**src/hdl/stbs_pkg.sv**
```systemverilog
`timescale 1ns / 1ps
package stbs_pkg;

	localparam int DEPTH_DEF = 1024;
	localparam int DATA_WIDTH_DEF = 32;

	localparam int OPCODE_W = 2;
	localparam int WIDX_W = 10;
	localparam int VALUE_W = 32;
	localparam int COUNT_W = 11;
	localparam int RES_W = 12;
	// wide enough for any index or depth in the parameter range
	localparam int IDX_W = 17;

	localparam int S_DATA_W = 48;
	localparam int M_DATA_W = 16;

	localparam logic [OPCODE_W-1:0] OP_WRITE = 2'd0;
	localparam logic [OPCODE_W-1:0] OP_EXACT = 2'd1;
	localparam logic [OPCODE_W-1:0] OP_FIRST = 2'd2;
	localparam logic [OPCODE_W-1:0] OP_LAST  = 2'd3;

	localparam int STATE_W = 2;
	localparam logic [STATE_W-1:0] ST_IDLE  = 2'd0;
	localparam logic [STATE_W-1:0] ST_CHECK = 2'd1;
	localparam logic [STATE_W-1:0] ST_CMP   = 2'd2;
	localparam logic [STATE_W-1:0] ST_FIN   = 2'd3;

	typedef struct packed {
		logic write;
		logic load;
		logic probe;
		logic step;
		logic emit;
	} cmd_t;

	typedef struct packed {
		logic in_range;
		logic hit;
	} sts_t;

endpackage

```
**src/hdl/stbs_ctrl.sv**
```systemverilog
`timescale 1ns / 1ps
module stbs_ctrl (
	input  logic                            clk,
	input  logic                            arst_n,
	input  logic                            s_tvalid,
	output logic                            s_tready,
	input  logic                            op_write,
	output logic                            m_tvalid,
	input  logic                            m_tready,
	input  stbs_pkg::sts_t                  sts,
	output stbs_pkg::cmd_t                  cmd,
	output logic [stbs_pkg::STATE_W-1:0]    state
);

	logic [stbs_pkg::STATE_W-1:0] state_q;
	logic [stbs_pkg::STATE_W-1:0] state_nxt;
	logic                         m_tvalid_q;

	always_comb begin
		cmd = '0;
		s_tready = 1'b0;
		state_nxt = state_q;
		case (state_q)
			stbs_pkg::ST_IDLE: begin
				s_tready = 1'b1;
				if (s_tvalid) begin
					if (op_write) begin
						cmd.write = 1'b1;
					end else begin
						cmd.load = 1'b1;
						state_nxt = stbs_pkg::ST_CHECK;
					end
				end
			end
			stbs_pkg::ST_CHECK: begin
				if (sts.in_range) begin
					cmd.probe = 1'b1;
					state_nxt = stbs_pkg::ST_CMP;
				end else begin
					state_nxt = stbs_pkg::ST_FIN;
				end
			end
			stbs_pkg::ST_CMP: begin
				cmd.step = 1'b1;
				state_nxt = sts.hit ? stbs_pkg::ST_FIN : stbs_pkg::ST_CHECK;
			end
			stbs_pkg::ST_FIN: begin
				// wait for the output register to free up
				if (!m_tvalid_q || m_tready) begin
					cmd.emit = 1'b1;
					state_nxt = stbs_pkg::ST_IDLE;
				end
			end
			default: begin
				state_nxt = stbs_pkg::ST_IDLE;
			end
		endcase
	end

	always_ff @(posedge clk or negedge arst_n) begin
		if (!arst_n) begin
			state_q <= stbs_pkg::ST_IDLE;
			m_tvalid_q <= 1'b0;
		end else begin
			state_q <= state_nxt;
			if (cmd.emit) begin
				m_tvalid_q <= 1'b1;
			end else if (m_tready) begin
				m_tvalid_q <= 1'b0;
			end
		end
	end

	assign m_tvalid = m_tvalid_q;
	assign state = state_q;

endmodule

```
**config.mk**
```make
export PLATFORM = sky130hd
export DESIGN_NAME = stbs_ctrl
export DESIGN_NICKNAME = d
export VERILOG_FILES = /design/src/hdl/stbs_pkg.sv /design/src/hdl/stbs_ctrl.sv
export SDC_FILE = /design/constraint.sdc
export NUM_CORES = 1
export LEC_CHECK = 0
export ABC_AREA = 1
export BUFFER_PORTS_ARGS = -buffer_cell sky130_fd_sc_hd__buf_2
export CORE_AREA = 5 5 42 44
export CTS_CLUSTER_SIZE = 25
export DETAILED_ROUTE_END_ITERATION = 10
export DIE_AREA = 0 0 47 49
export PLACE_DENSITY_LB_ADDON = 0.15
export SLEW_MARGIN = 0
export SYNTH_ARGS = -nofsm -noshare
export SYNTH_HDL_FRONTEND = slang
export SYNTH_SLANG_ARGS = --single-unit
```
**constraint.sdc**
```tcl
create_clock -name clk -period 2.2 [get_ports clk]
set_clock_uncertainty 0.1 [all_clocks]
set_input_delay 0.33 -clock clk [delete_from_list [all_inputs] [get_ports clk]]
set_output_delay 0.33 -clock clk [all_outputs]
set_load 0.02 [all_outputs]
```
Word-level counts from Yosys, hierarchy flattened --
Cells that the tools add are included.
Word-level totals: bits in registers 3, output and inout bits 9, word-level logic and storage cells 31
Cells by class: equal/unequal tests 6, mux-type cells 18, reduce and logical (&&, ||, !) cells 5
Operators with widths (number):
- 2-bit 2-to-1 mux | 6
- 1-bit 2-to-1 mux | 11
- 2-bit one-hot mux with 4 select lines | 1
- 2-bit inequality test, second input constant | 3
- 2-bit equality test, second input constant | 2
- 3-bit AND reduction | 1
- 2-bit by 1-bit equality test with 1-bit output, second input constant | 1
- 2-bit logical NOT | 1
- 2-bit nonzero test | 1
- 1-bit logical NOT | 1
- 1-bit logical OR | 1

Depth between registers and ports, before layout --
depth in word-level cells 5, gate-level depth with buffers 5, gate-level depth less buffers 5

Worst setup path before layout --
No wires, ideal clock.
kind register to output, from register state_q, in the netlist state[1], to output port cmd[3] (netlist bit), arrival 1.179 ns, slack 0.591 ns, cell stages (with the launch flop) 4, buffers on the path 0, path through dfrtp_1 -> nor2_2 -> inv_1 -> nor2_1
RTL lines:
- start, declared | line stbs_ctrl.sv:15 | logic [stbs_pkg::STATE_W-1:0] state_q;
- start signal, assigned | line stbs_ctrl.sv:62 | state_q <= stbs_pkg::ST_IDLE;
- start signal, assigned | line stbs_ctrl.sv:65 | state_q <= state_nxt;
- end, declared | line stbs_ctrl.sv:11 | output stbs_pkg::cmd_t cmd,

==> out/metrics.csv <==
stage,metric,value,unit
status,status,"finished, final reports clean",
yosys,"top cells by count, synth","nand2_1 (11), inv_1 (7), nor2_1 (4)",
cells_and_area,Layout area overhead,69.1,%
yosys,Unique masters post-synth,9,
sta,RSZ-0062 raised after global routing,no,
critical_path,worst path required time,1.77,ns
cts,CTS tree,built,
yosys,"FF+latch count, synth",3,
critical_path,worst reg2reg endpoint,state[0],
cts,total CTS buffers,3,
yosys,sequential element share of the synthesized area,0.395,
pwr,Internal,0.243,mW
global_routing,GRT overflow,0,
cells_and_area,number of fill cells,181,
min_path,min-delay src,m_tready,
cts,H-tree Lvls,1,
critical_path,reg2reg path depth,4,
yosys,most frequent cell after synthesis,nand2_1,
pwr,LEAKAGE,0.211,nW
yosys,Yosys top cell by area,dfrtp_1,
critical_path,slowest CP cell,dfrtp_1,
cts,buffer depth of the longest clock path,2,
cells_and_area,fin util,0.229,
route,routed vias/inst,3.39,
yosys,Syn Nets,38,
sta,Rel. slew slack,0.837,
global_routing,first-pass GRT wire length,717,µm
yosys,Post-synth top flop,dfrtp_1,
die,Die Ht,49,µm
pwr,maximum VDD drop,0.391,mV
die,Die Width,47,µm
route,antenna-violating nets left,0,
die,die area,2300,µm²
sta,Setup-failing EPs final,0,
min_path,hold path cells,4,
pwr,Total Power,0.494,mW
placed_design,number of port buffers,15,
placed_design,placed wire-length estimate,432,µm
route,residual DRC count,0,
pwr,clock power share,0.193,
sta,Max Slew Vio Count,0,
route,Via Count,227,
route,DR WL/cell,8.00,µm
cells_and_area,Final nets,59,
sta,final hold vios,0,
die,Starting Density,0.136,
critical_path,crit-path cells,nor2_2 > inv_1 > nor2_1 > buf_2,
min_path,Hold Crit Class,input port to register,
yosys,Synth area leaders,"dfrtp_1 (39%), nand2_1 (22%), inv_1 (14%), nor2_1 (7.9%), nand2_2 (6.6%)",
critical_path,CP endpoint kind,output pin,
global_routing,Total GRT Usage,0.0451,
global_routing,vias in the first global route,205,
pwr,PD cells,1540,nW/µm²
sta,fin crit share,0.715,
pwr,Flop pwr share,0.266,
cts,CTS resizes,0,
sta,Worst Tran Pin Value,0.244,ns
yosys,async set-reset flop share out of synthesis,1.00,
pwr,P_sw,0.251,mW
critical_path,CP max FO,7,
route,Detailed Routing Iterations Pass 1,1,
critical_path,FF-to-FF Start,state[1],
die,Ports,16,
yosys,number of synthesized flops with an enable pin,0,
yosys,Cells after Synth,31,
die,core footprint,1400,µm²
cts,Post-CTS Setup Bufs,0,
die,row count,14,
cells_and_area,post-route cell area,322,µm²
sta,FMAX,635,MHz
critical_path,Startpoint Class,register,
cts,clk sink count,3,
pwr,combinational power share,0.541,
min_path,WHS Endpoint,state[0],
critical_path,Slowest Stage Delay on Critical Path,0.45,ns
cts,Clock transition at path regs,0.04,ns
yosys,Syn Area/Cell,6.13,µm²
cts,worst skew pair latency,0.23,ns
route,Detailed Route Iter0 Violations,0,
sta,fin crit period,1.57,ns
placed_design,dpl cell area,285,µm²
critical_path,"Arr. time, crit path",1.14,ns
cells_and_area,n_diodes,0,
placed_design,routability cong.,0.642,
pwr,switch share,0.508,
cells_and_area,share of layout cells above drive strength 1,0.431,
yosys,yosys synthesis warning count,0,
critical_path,kind of critical path,register to output pin,
sta,Hold Slack,0.270,ns
route,WL final,536,µm
critical_path,r2r setup slk,1.20,ns
global_routing,initial antenna violation count,0,
global_routing,largest net degree at the start of global routing,8,
cts,clock root buffer,clkbuf_4,
yosys,Mapped Area,190,µm²
sta,Setup TNS Final,0,ns
yosys,share of the synthesized area in the top cell type,0.395,
flow_run,max-capacitance violation count,0,
==> power by group through the flow <==
stage	Clock, mW	Combinational (mW)	Sequential (mW)
finish	0.0956	0.267	0.131
floorplan	0	0.147	0.159
global route	0.102	0.295	0.137
CTS	0.102	0.273	0.133
global placement	0	0.272	0.131
detailed placement	0	0.271	0.133
==> registers in the layout, indices dropped and copies added, names as in the netlist <==
| signal | flops |
|---|---|
| m_tvalid | 1 |
| state | 2 |
==> worst max path at each step <==
| stage | start | endpoint | slack [ns] | cells after the start |
|---|---|---|---|---|
| 2_1_floorplan | state[1] | cmd[3] | 0.59 | 3 |
| 3_3_place_gp | state[1] | cmd[4] | 0.89 | 4 |
| 3_5_place_dp | state[1] | cmd[3] | 0.86 | 4 |
| 4_1_cts | state[1] | cmd[3] | 0.60 | 4 |
| 5_1_grt | state[1] | cmd[3] | 0.51 | 4 |
| 6_report | state[1] | cmd[4] | 0.63 | 4 |
==> area by class of cell <==
cell class                 instances  area [µm²]  share of cell area
sequential                         3        75.1               0.233
multi-input combinational         20        85.1               0.265
tap                               16        20.0              0.0623
inverter                           8        30.0              0.0934
clock buffer                       4        26.3              0.0817
timing repair buffer              16        85.1               0.265
==> worst max-delay path: cells and delay by family, from the launching register on <==
family	cells	cell delay [ns]
simple gates	2	0.24
flops	1	0.45
buf+inv	2	0.22
==> stage by stage <==
stage | std cells | worst slack [ns]
after detailed placement | 62 | 0.859
after global placement | 62 | 0.886
after CTS | 67 | 0.604
after floorplan | 31 | 0.591
final | 67 | 0.626
after global routing | 67 | 0.510
==> what timing repair did <==
item | CTS | global route
hold buffers | 1 | 0
hold endpoints to repair | 3 | 0
setup endpoints to repair | 0 | 0
==> layer usage <==
metal / GRT usage / routed length [µm] / share of wire / vias to the layer above
met2: 0.0679 / 221 / 0.41 / 13
met1: 0.0419 / 238 / 0.44 / 86
met4: 0.0553 / 0 / 0 / 0
li1: - / - / - / 128
met3: 0.0111 / 77 / 0.14 / 0
met5: 0 / 0 / 0 / -
==> placed cells by master (no fill, tap or decap), drive strengths merged <==
cell / synthesis / final
nor2: 5 / 5
buf: 0 / 15
nand2: 13 / 13
o21ai: 1 / 1
nand3: 1 / 1
dfrtp: 3 / 3
dlygate4sd3: 0 / 1
inv: 8 / 8
clkbuf: 0 / 4
==> cell families (layout without fill, tap and decap cells) <==
| group | Yosys count | count (layout) | share of synthesized area |
|---|---|---|---|
| flip-flops | 3 | 3 | 0.395 |
| AO/OA/AOI/OAI | 1 | 1 | 0.0263 |
| buffers and inverters | 8 | 28 | 0.158 |
| AND/OR/NAND/NOR | 19 | 19 | 0.421 |
Note: power is estimated with default switching activity, not from simulation.
